File: src/rtl/core/assert_macros.svh
// Assertion macros used by the RTL.
`ifndef ASSERT_MACROS_SVH
`define ASSERT_MACROS_SVH
`ifndef SYNTH
`define ASSERT_IMPL(label, clk, rst_n, prop) \
    label: assert property (@(posedge clk) disable iff (!rst_n) (prop)) else $error("%m failed");
`define ASSERT_NEVER(label, clk, rst_n, cond) \
    label: assert property (@(posedge clk) disable iff (!rst_n) !(cond)) else $error("%m failed");
`else
`define ASSERT_IMPL(label, clk, rst_n, prop)
`define ASSERT_NEVER(label, clk, rst_n, cond)
`endif
`endif

File: src/rtl/core/qse_pkg.sv
// Package of constants and types for the quicksort engine.
package qse_pkg;
    localparam int DEPTH = 32;
    localparam int AW = $clog2(DEPTH);
    localparam int CW = $clog2(DEPTH + 1);
    localparam int SD = 2 * DEPTH + 2;
    localparam int SW = $clog2(SD + 1);
    typedef logic [AW-1:0] t_addr;
    typedef struct packed {
        logic         we;
        t_addr        waddr;
        logic [31:0]  wdata;
        t_addr        raddr;
    } t_mem_req;
endpackage

File: src/rtl/core/quicksort_engine_unit.sv
// Top level of the quicksort engine: load, sort, emit sequencer.
//
// Slave channel takes one value per beat; tlast marks the last value of a set.
// Loading accepts back-to-back beats. After the last beat the set is sorted in
// place with Hoare partitioning, a middle pivot and a range stack held in
// memory. The element store has a registered read port, so each compare
// takes a read state and a test state; a swap writes in S_SW1 and S_SW2. The
// sorted set then streams out on the master channel, each beat read in S_ERD
// and registered in S_EWT, with tlast on the final beat and the truncated flag
// on every beat. Values beyond the store depth are dropped and flagged. The
// slave side is not ready while a set is sorted or emitted. A receiver stall
// holds the output beat in its register. Reset clears the element count and
// returns to loading; the store itself is not cleared.
`include "assert_macros.svh"
module quicksort_engine_unit import qse_pkg::*; (
    input  logic        i_clk,
    input  logic        i_rst_n,
    input  logic        s_axis_tvalid,
    output logic        s_axis_tready,
    input  logic [31:0] s_axis_tdata,   // value
    input  logic        s_axis_tlast,   // last_item
    output logic        m_axis_tvalid,
    input  logic        m_axis_tready,
    output logic [31:0] m_axis_tdata,   // sorted_value
    output logic        m_axis_tlast,   // last_out
    output logic        m_axis_tuser    // truncated
);
    typedef enum logic [3:0] {
        S_LOAD, S_POP, S_POPW, S_PIV, S_PIVW, S_RI, S_TI, S_RJ, S_TJ,
        S_SW1, S_SW2, S_PUSH, S_ERD, S_EWT
    } t_state;

    t_state          r_st;
    logic [CW-1:0]   r_cnt;
    logic            r_ovf;
    logic [SW-1:0]   r_sp;
    logic [AW+1:0]   r_lo, r_hi, r_i, r_j;
    logic [31:0]     r_piv, r_vi, r_vj;
    logic [CW-1:0]   r_k;
    logic            r_p2;
    logic            r_ov;
    logic [31:0]     r_od;
    logic            r_ol;

    t_mem_req        mreq;
    logic [31:0]     rdata;
    logic            st_we;
    logic [SW-1:0]   st_wa;
    logic [2*AW-1:0] st_wd;
    logic [2*AW-1:0] st_rd;
    logic [AW+1:0]   mid;

    qse_store u_store (.i_clk(i_clk), .i_req(mreq), .o_rdata(rdata));
    qse_stack u_stack (.i_clk(i_clk), .i_we(st_we), .i_waddr(st_wa), .i_wdata(st_wd),
                       .i_raddr(r_sp - SW'(1)), .o_rdata(st_rd));

    logic s_acc;
    assign s_axis_tready = (r_st == S_LOAD);
    assign s_acc = s_axis_tvalid && s_axis_tready;
    assign mid = r_lo + ((r_hi - r_lo) >> 1);

    always_comb begin
        mreq.we = 1'b0;
        mreq.waddr = r_cnt[AW-1:0];
        mreq.wdata = s_axis_tdata ^ 32'h8000_0000;
        mreq.raddr = r_i[AW-1:0];
        unique case (r_st)
            S_LOAD: mreq.we = s_acc && (r_cnt < CW'(DEPTH));
            S_PIV: mreq.raddr = mid[AW-1:0];
            S_RJ: mreq.raddr = r_j[AW-1:0];
            S_SW1: begin
                mreq.we = 1'b1; mreq.waddr = r_i[AW-1:0]; mreq.wdata = r_vj;
            end
            S_SW2: begin
                mreq.we = 1'b1; mreq.waddr = r_j[AW-1:0]; mreq.wdata = r_vi;
            end
            S_ERD: mreq.raddr = r_k[AW-1:0];
            default: ;
        endcase
    end

    always_comb begin
        st_we = 1'b0;
        st_wa = r_sp;
        st_wd = {r_i[AW-1:0], r_hi[AW-1:0]};
        if (r_st == S_PUSH) begin
            if (!r_p2) begin
                st_we = ($signed(r_j) > $signed(r_lo));
                st_wd = {r_lo[AW-1:0], r_j[AW-1:0]};
            end else begin
                st_we = ($signed(r_hi) > $signed(r_i));
            end
        end
    end

    always_ff @(posedge i_clk) begin
        if (!i_rst_n) begin
            r_st <= S_LOAD; r_cnt <= '0; r_ovf <= 1'b0; r_sp <= '0;
            r_ov <= 1'b0; r_p2 <= 1'b0; r_k <= '0;
        end else begin
            if (r_ov && m_axis_tready) r_ov <= 1'b0;
            unique case (r_st)
                S_LOAD: if (s_acc) begin
                    if (r_cnt < CW'(DEPTH)) r_cnt <= r_cnt + CW'(1);
                    else r_ovf <= 1'b1;
                    if (s_axis_tlast) begin
                        r_k <= '0;
                        if (r_cnt < CW'(DEPTH) ? (r_cnt >= CW'(1)) : 1'b1) begin
                            r_lo <= '0;
                            r_hi <= (r_cnt < CW'(DEPTH)) ? (AW+2)'(r_cnt)
                                                         : (AW+2)'(r_cnt - CW'(1));
                            r_st <= S_PIV;
                            r_sp <= '0;
                        end else begin
                            r_st <= S_ERD;
                        end
                    end
                end
                S_POP: begin
                    if (r_sp == '0) r_st <= S_ERD;
                    else r_st <= S_POPW;
                end
                S_POPW: begin
                    r_lo <= {2'b00, st_rd[2*AW-1:AW]};
                    r_hi <= {2'b00, st_rd[AW-1:0]};
                    r_sp <= r_sp - SW'(1);
                    r_st <= S_PIV;
                end
                S_PIV: begin
                    r_i <= r_lo; r_j <= r_hi;
                    r_st <= S_PIVW;
                end
                S_PIVW: begin
                    r_piv <= rdata; r_st <= S_RI;
                end
                S_RI: r_st <= S_TI;
                S_TI: begin
                    if ($signed(r_i) < $signed(r_hi) && rdata < r_piv) begin
                        r_i <= r_i + 1'b1; r_st <= S_RI;
                    end else begin
                        r_vi <= rdata; r_st <= S_RJ;
                    end
                end
                S_RJ: r_st <= S_TJ;
                S_TJ: begin
                    if ($signed(r_j) > $signed(r_lo) && rdata > r_piv) begin
                        r_j <= r_j - 1'b1; r_st <= S_RJ;
                    end else begin
                        r_vj <= rdata;
                        if ($signed(r_i) <= $signed(r_j)) r_st <= S_SW1;
                        else begin r_p2 <= 1'b0; r_st <= S_PUSH; end
                    end
                end
                S_SW1: r_st <= S_SW2;
                S_SW2: begin
                    r_i <= r_i + 1'b1; r_j <= r_j - 1'b1;
                    if ($signed(r_i + 1'b1) <= $signed(r_j - 1'b1)) r_st <= S_RI;
                    else begin r_p2 <= 1'b0; r_st <= S_PUSH; end
                end
                S_PUSH: begin
                    if (st_we) r_sp <= r_sp + SW'(1);
                    if (!r_p2) r_p2 <= 1'b1;
                    else r_st <= S_POP;
                end
                S_ERD: begin
                    if (!r_ov || m_axis_tready) begin
                        if (r_k == r_cnt) begin
                            r_st <= S_LOAD; r_cnt <= '0; r_ovf <= 1'b0; r_sp <= '0;
                        end else r_st <= S_EWT;
                    end
                end
                S_EWT: begin
                    r_ov <= 1'b1;
                    r_od <= rdata ^ 32'h8000_0000;
                    r_ol <= (r_k + CW'(1) == r_cnt);
                    r_k <= r_k + CW'(1);
                    r_st <= S_ERD;
                end
                default: r_st <= S_LOAD;
            endcase
        end
    end

    assign m_axis_tvalid = r_ov;
    assign m_axis_tdata  = r_od;
    assign m_axis_tlast  = r_ol;
    assign m_axis_tuser  = r_ovf;

    `ASSERT_NEVER(a_no_load_while_out, i_clk, i_rst_n, s_axis_tready && r_ov)
    `ASSERT_IMPL(a_hold_stall, i_clk, i_rst_n,
        (r_ov && !m_axis_tready) |=> (r_ov && $stable(r_od)))
    `ASSERT_NEVER(a_cnt_range, i_clk, i_rst_n, r_cnt > CW'(DEPTH))
    `ASSERT_NEVER(a_sp_range, i_clk, i_rst_n, r_sp > SW'(SD))
endmodule

File: src/rtl/core/qse_store.sv
// Element store: one write port, one registered read port.
module qse_store import qse_pkg::*; (
    input  logic        i_clk,
    input  t_mem_req    i_req,
    output logic [31:0] o_rdata
);
    logic [31:0] mem [DEPTH];
    always_ff @(posedge i_clk) begin
        if (i_req.we) begin
            mem[i_req.waddr] <= i_req.wdata;
        end
        o_rdata <= mem[i_req.raddr];
    end
endmodule

File: src/rtl/core/qse_stack.sv
// Range stack memory: one write port, one registered read port.
module qse_stack import qse_pkg::*; (
    input  logic                i_clk,
    input  logic                i_we,
    input  logic [SW-1:0]       i_waddr,
    input  logic [2*AW-1:0]     i_wdata,
    input  logic [SW-1:0]       i_raddr,
    output logic [2*AW-1:0]     o_rdata
);
    logic [2*AW-1:0] mem [SD];
    always_ff @(posedge i_clk) begin
        if (i_we) begin
            mem[i_waddr[$clog2(SD)-1:0]] <= i_wdata;
        end
        o_rdata <= mem[i_raddr[$clog2(SD)-1:0]];
    end
endmodule
File: config.mk
export PLATFORM = sky130hd
export DESIGN_NAME = quicksort_engine_unit
export DESIGN_NICKNAME = d
export VERILOG_FILES = /design/src/rtl/core/qse_pkg.sv /design/src/rtl/core/quicksort_engine_unit.sv /design/src/rtl/core/qse_store.sv /design/src/rtl/core/qse_stack.sv
export VERILOG_INCLUDE_DIRS = /design/src /design/src/rtl/core
export SDC_FILE = /design/constraint.sdc
export NUM_CORES = 2
export LEC_CHECK = 0
export ABC_AREA = 0
export BUFFER_PORTS_ARGS = -buffer_cell sky130_fd_sc_hd__buf_2
export CELL_PAD_IN_SITES_DETAIL_PLACEMENT = 0
export CELL_PAD_IN_SITES_GLOBAL_PLACEMENT = 2
export CORE_ASPECT_RATIO = 1.75
export CORE_UTILIZATION = 40
export CTS_BUF_LIST = sky130_fd_sc_hd__clkbuf_8
export DETAILED_ROUTE_END_ITERATION = 8
export PLACE_DENSITY_LB_ADDON = 0.05
export SLEW_MARGIN = 0
export SYNTH_ARGS = -nofsm -noshare
export SYNTH_HDL_FRONTEND = slang
export SYNTH_SLANG_ARGS = --single-unit
File: constraint.sdc
create_clock -name i_clk -period 8.1 [get_ports i_clk]
set_input_delay 0.405 -clock i_clk [delete_from_list [all_inputs] [get_ports i_clk]]
set_output_delay 0.405 -clock i_clk [all_outputs]
set_load 0.005 [all_outputs]
After elaboration in Yosys (flattened, before gate mapping)
Memory sizes are Yosys's and may differ from the RTL's. A register that Yosys moved wholly into a read port is not among the register bits.
Cells that the tools add are included.
Widths: inputs -> output; s select.
{"block": "classes", "multipliers": 0, "n_eq_ne": 29, "muxes": 60, "bitwise": 4, "n_addsub": 9, "div": 0, "n_lt_le_gt_ge": 9, "reduce_logical": 31, "n_shift": 0}
{"op": "$mux 7", "n": 12}
{"op": "$pmux 37 s2", "n": 1}
{"op": "$pmux 4 s14", "n": 1}
{"op": "$pmux 7 s3", "n": 2}
{"op": "$mux 4", "n": 9}
{"op": "$mux 6", "n": 6}
{"op": "$gt 32x32->1", "n": 1}
{"op": "$lt 32x32->1", "n": 1}
{"op": "$pmux 7 s2", "n": 2}
{"op": "$pmux 7 s4", "n": 1}
{"op": "$eq 4x4->1 const B", "n": 6}
{"op": "$pmux 6 s2", "n": 2}
{"op": "$mux 10", "n": 2}
{"op": "$ne 2x2->1 const B", "n": 10}
{"op": "$eq 4x3->1 const B", "n": 4}
{"op": "$mux 1", "n": 16}
{"op": "$pmux 5 s3", "n": 1}
{"op": "$reduce_and 3->1", "n": 5}
{"op": "$reduce_and 5->1", "n": 3}
{"op": "$add 7x1->7 const B", "n": 2}
{"op": "$gt 7x7->1", "n": 2}
{"op": "$le 7x7->1", "n": 2}
{"op": "$sub 7x1->7 const B", "n": 2}
{"op": "$add 6x1->6 const B", "n": 2}
{"op": "other kinds (26)", "n": 47}
{"block": "word_totals", "ramBits": 1684, "latch_bits": 0, "mem_bits_ro": 0, "n_memories": 2, "regBits": 183, "elab_cells": 160}
{"memory": "u_store.mem", "words": 32, "width": 32, "read_ports": 1, "rd_clocked_by_memory_dff": 1, "write_ports": 1, "line": "qse_store.sv:7", "text": "logic [31:0] mem [DEPTH];"}
{"memory": "u_stack.mem", "words": 66, "width": 10, "read_ports": 1, "rd_clocked_by_memory_dff": 1, "write_ports": 1, "line": "qse_stack.sv:10", "text": "logic [2*AW-1:0] mem [SD];"}

Longest topological paths before layout
{"block": "logic_depth", "ltp_word": 6, "ltp_mapped": 16, "ltp_nobuf": 14}

By module
From an unflattened synthesis, not the netlist that was laid out.
{"block": "unflattened", "hier_cells": 4327, "area_unflattened_um2": 75964.1}
{"mod": "qse_store", "cells_per_inst": 2260, "area_each_um2": 40485.1, "n_inst": 1, "seq_area_each_um2": 31390.1}
{"mod": "qse_stack", "cells_per_inst": 1146, "area_each_um2": 25720.9, "n_inst": 1, "seq_area_each_um2": 20019.2}
{"mod": "quicksort_engine_unit", "cells_per_inst": 921, "area_each_um2": 9758.1, "n_inst": 1, "seq_area_each_um2": 5175.0}

Worst setup path after synthesis
Ideal clock, no wire load.
{"block": "synth_timing", "path_type": "reg2reg", "from": "register r_st[1]", "to": "memory u_stack.mem[0][1] in the netlist's numbering (data pin)", "path_slack_ps": 3579, "path_stages_with_launch": 8, "arrival_ps": 3803, "cell_sequence": "dfxtp_1 > buf_6 > nor2b_1 > clkbuf_1 > nand3_2 > nor2_1 > clkbuf_1 > o21ai_0"}
{"block": "synth_via", "elab_chain_len": 2}
{"element": "from (decl)", "line": "quicksort_engine_unit.sv:33", "text": "t_state r_st;"}
{"element": "from (signal assigned)", "line": "quicksort_engine_unit.sv:98", "text": "r_st <= S_LOAD; r_cnt <= '0; r_ovf <= 1'b0; r_sp <= '0;"}
{"element": "from (signal assigned)", "line": "quicksort_engine_unit.sv:112", "text": "r_st <= S_PIV;"}
{"element": "from (signal assigned)", "line": "quicksort_engine_unit.sv:115", "text": "r_st <= S_ERD;"}
{"element": "$eq 4x4->1", "line": "quicksort_engine_unit.sv:86", "text": "if (r_st == S_PUSH) begin"}
{"element": "$mux 10", "line": "quicksort_engine_unit.sv:86"}
{"element": "net st_wd[1]", "line": "quicksort_engine_unit.sv:49", "text": "logic [2*AW-1:0] st_wd;"}
{"element": "to (decl)", "line": "qse_stack.sv:10"}
The timed path passes the listed nets, and every way through them passes these cells.

Final worst setup path
{"block": "layout_timing", "from": "register r_lo[0]", "to": "register u_store.o_rdata[24], read port of u_store.mem"}
{"block": "layout_via", "elab_chain_len": 3}
{"element": "from (decl)", "line": "quicksort_engine_unit.sv:37", "text": "logic [AW+1:0] r_lo, r_hi, r_i, r_j;"}
{"element": "from (signal assigned)", "line": "quicksort_engine_unit.sv:124", "text": "r_lo <= {2'b00, st_rd[2*AW-1:AW]};"}
{"element": "$sub 6x6->6", "line": "quicksort_engine_unit.sv:60", "text": "assign mid = r_lo + ((r_hi - r_lo) >> 1);"}
{"element": "$add 5x5->5 *", "line": "quicksort_engine_unit.sv:60"}
{"element": "$pmux 5 s3 *", "line": "quicksort_engine_unit.sv:67", "text": "unique case (r_st)"}
{"element": "to (decl)", "line": "qse_store.sv:5", "text": "output logic [31:0] o_rdata"}
Mark *: on every way between the ends. The rest lies on a longest branch, timed or not.
A chain may end at the register's enable or synchronous reset.

==> results by group <==
Status
  – Outcome: complete, no violations

Drt
  – Final WL: 201 mm
  – ANT nets after route: 0
  – Vias: 37.6k
  – Iteration count of the initial detailed-routing pass: 6
  – Starting DRT DRC Count: 2337
  – Vias per std cell: 5.46
  – Routed length per instance: 29.2 um
  – DRC Markers: 0

Place
  – DP HPWL: 123 mm
  – DP Area: 78900 um2
  – GP Congestion: 0.795
  – Worst slack, placed: 3.00 ns
  – I/O Buffers: 72

Yosys
  – Synth Warn #: 0
  – Cell variety after synth: 88
  – Mean Syn Cell Area: 19.0 um2
  – Register area share after synthesis: 75.0%
  – Area leader, netlist: edfxtp_1
  – Post-synth top area share: 73.2%
  – Flops & latches, synth: 1907
  – Post-synth EDFFs: 1839
  – Synthesized cell area: 75400 um2
  – Synthesized net count: 4081
  – Post-synth ARST share: 0%
  – Area contributors post-synth: edfxtp_1 (73%), mux4_2 (11%), dfxtp_1 (1.8%)
  – Cell count after synthesis: 3968
  – Top FF cell, synth: edfxtp_1

Timing
  – Clock Skew: 0.0690 ns
  – Worst hold margin: 0.232 ns
  – Setup repair after global routing missed its margin: false
  – Final setup viols: 0
  – Fmax: 0.205 GHz
  – Final Hold Fails: 0
  – Final period util: 60.2%
  – Slew HR: 13.7%
  – Period minus WS final: 4.88 ns
  – Actual slew at the worst max-slew pin: 1.29 ns
  – Setup TNS: 0 ns
  – Final Max Tran Viols: 0
  – Final setup margin: 3.22 ns

Clock network
  – CTS sink count: 1907
  – H-tree depth: 5
  – Root buf cell: clkbuf_8
  – CTS Buffer Depth: 4
  – Cts bufs inserted: 296
  – CTS tree: done
  – Clock latency on the worst-skew pair: 0.92 ns
  – Reg clk slew, reported paths: 0.06 ns
  – Post-CTS resize count: 0

Global routing
  – Initial antenna violation count: 5
  – GR Overflow Total: 0
  – First-pass GRT wire length: 289 mm
  – Gr usage total: 21.3%
  – Pin count of the biggest net entering global routing: 138
  – Number of global-route vias before repair: 40.7k

Setup path
  – WS Path Type: reg -> reg
  – Worst setup SP type: flip-flop
  – CP Max Fanout: 88
  – WP data required: 8.88 ns
  – CP endpoint kind: flip-flop
  – CP arrival: 5.66 ns
  – Worst path most repeated cell: fa_1
  – Slowest stage delay, CP: 0.57 ns
  – Slowest-stage cell, CP: a31oi_4
  – Worst-path cell chain: nand2b_1, fa_1, ha_1, inv_1, fa_1, o21ai_0, nand2_1, a31oi_4, buf_12, buf_4, mux4_2, o22ai_1, nor3_1

Hold path
  – Type of the tightest min-delay check: in -> reg

Floorplanning
  – Core Area: 187000 um2
  – Initial Util: 40.3%
  – Die area: 190000 um2
  – IO Pins: 73
  – Core Rows: 210
  – Die Height: 576 um
  – DIE WIDTH: 330 um

Pwr
  – Power Density: 286 nW/um2
  – Max VDD drop: 0.150 mV
  – Leakage: 27.2 nW

Final layout
  – Layout Area Growth over Synthesis: 11.8%
  – Multi-input gate area: 17800 um2
  – Post-route design area: 84300 um2
  – Share of cells above drive strength 1: 22.1%
  – Post-route core utilization: 45.1%
  – Reg area: 56600 um2
  – Post-layout net count: 4330
  – FILL cells: 16.4k

Run
  – Max-cap check violation count: 0
cell families (layout without fill, tap and decap cells):
kind of cell	count (synthesis)	in the layout	share of synthesized area, %
flip-flops	1907	1907	75.0
AND/OR/NAND/NOR	683	683	4.40
other	1	8	0.00497
adder cells (fa/ha/maj)	76	76	1.28
XOR/XNOR	40	40	0.465
buffers and inverters	293	759	1.94
multiplexers	487	487	12.5
AO/OA/AOI/OAI	481	481	4.40
through the flow:
step           cells  power (mW)
3_3_place_gp    6354        17.0
3_5_place_dp    6354        17.0
6_report        6879        24.1
2_1_floorplan   3968        14.9
4_1_cts         6872        24.5
5_1_grt         6877        25.2
area by class of cell:
class | count | share of cell area, %
sequential | 1907 | 67.1
multi-input combinational | 1768 | 21.1
clock buffer | 316 | 5.16
tap | 2438 | 3.62
timing repair buffer | 177 | 1.49
clock inverter | 199 | 1.15
inverter | 67 | 0.298
antenna | 7 | 0.0208
routing by layer:
layer	GRT usage (%)	vias to the layer above	wire [um]
li1	-	16700	-
met4	7.97	4	7210
met1	23.7	19700	73500
met5	0	-	23
met2	40.6	824	113000
met3	3.06	333	7180
placed cells by master (no fill, tap or decap), types with 8 or more instances in the layout:
cell type	netlist	routed
a21o_1	9	9
dfxtp_1	68	67
nand4_1	12	12
nand3_1	161	161
a22oi_1	102	102
o21ai_0	53	48
nand2_1	151	151
a211oi_1	53	53
nor2b_1	52	52
a21oi_1	75	75
inv_1	64	171
buf_2	80	72
buf_4	21	94
o211ai_1	65	65
mux2i_1	119	119
clkinv_1	1	58
nor2_4	0	39
xnor2_1	24	22
and3_1	42	42
xor2_1	16	15
nor2_1	159	120
mux4_2	362	362
edfxtp_1	1839	1839
nor3_1	48	46
ha_1	74	73
clkinvlp_4	0	8
buf_12	0	8
o22ai_1	67	67
clkinv_2	0	19
clkbuf_8	3	316
worst paths after layout:
path | start | endpoint | slack, ns | cells after the start
hold / removal | s_axis_tdata[23] | u_store.mem[22][23]$_DFFE_PP_ | 0.23 | 4
setup reg to reg | r_lo[0]$_SDFFCE_PN0P_ | u_store.o_rdata[24]$_DFF_P_ | 3.22 | 13
hold reg to reg | u_stack.mem[65][4]$_DFFE_PP_ | u_stack.o_rdata[4]$_DFF_P_ | 0.52 | 2
setup / recovery | r_lo[0]$_SDFFCE_PN0P_ | u_store.o_rdata[24]$_DFF_P_ | 3.22 | 13
worst max-delay path, delay by kind of cell, from the launching register on:
| kind | cells | cell delay (ns) |
|---|---|---|
| AOI/OAI and AO/OA | 3 | 0.95 |
| adders and majority gates | 3 | 1.03 |
| buffers and inverters | 3 | 1.07 |
| DFF | 1 | 0.51 |
| muxes | 1 | 0.54 |
| and+or+nand+nor | 3 | 0.38 |
power by group:
part | leakage (nW) | internal (mW) | switching, mW
Clock | 3.10 | 3.78 | 3.71
Combinational | 6.98 | 1.67 | 3.23
Sequential | 17.1 | 11.5 | 0.251
flip-flops by register name, summed over array words and instances (netlist names), 4 cells and up:
signal	flops
u_stack.o_rdata	10
u_store.o_rdata	32
u_stack.mem	660
r_st	4
r_vj	32
r_piv	32
r_lo	5
r_sp	7
r_cnt	6
r_j	7
r_vi	32
m_axis_tdata	32
r_hi	7
u_store.mem	1024
r_k	6
r_i	7
what timing repair did:
item,in CTS,in global routing
endpoints found under the hold margin,9,0
hold buffers,3,0
buffers inserted,0,0
Yosys cell counts (7+ instances only):
| master | number |
|---|---|
| a22oi_1 | 102 |
| mux4_2 | 362 |
| dfxtp_1 | 68 |
| inv_1 | 64 |
| nand3_1 | 161 |
| xor2_1 | 16 |
| buf_4 | 21 |
| xnor2_1 | 24 |
| nor2b_1 | 52 |
| mux2i_1 | 119 |
| edfxtp_1 | 1839 |
| nand2_1 | 151 |
| o211ai_1 | 65 |
| a211oi_1 | 53 |
| and3_1 | 42 |
| buf_6 | 20 |
| o21ai_0 | 53 |
| nand2b_1 | 7 |
| buf_1 | 11 |
| o22ai_1 | 67 |
| nand4_1 | 12 |
| clkbuf_1 | 90 |
| ha_1 | 74 |
| and2_1 | 9 |
| nor2_1 | 159 |
| nor3_1 | 48 |
| a21o_1 | 9 |
| buf_2 | 80 |
| a21oi_1 | 75 |
(Power assumes the default switching activity.)
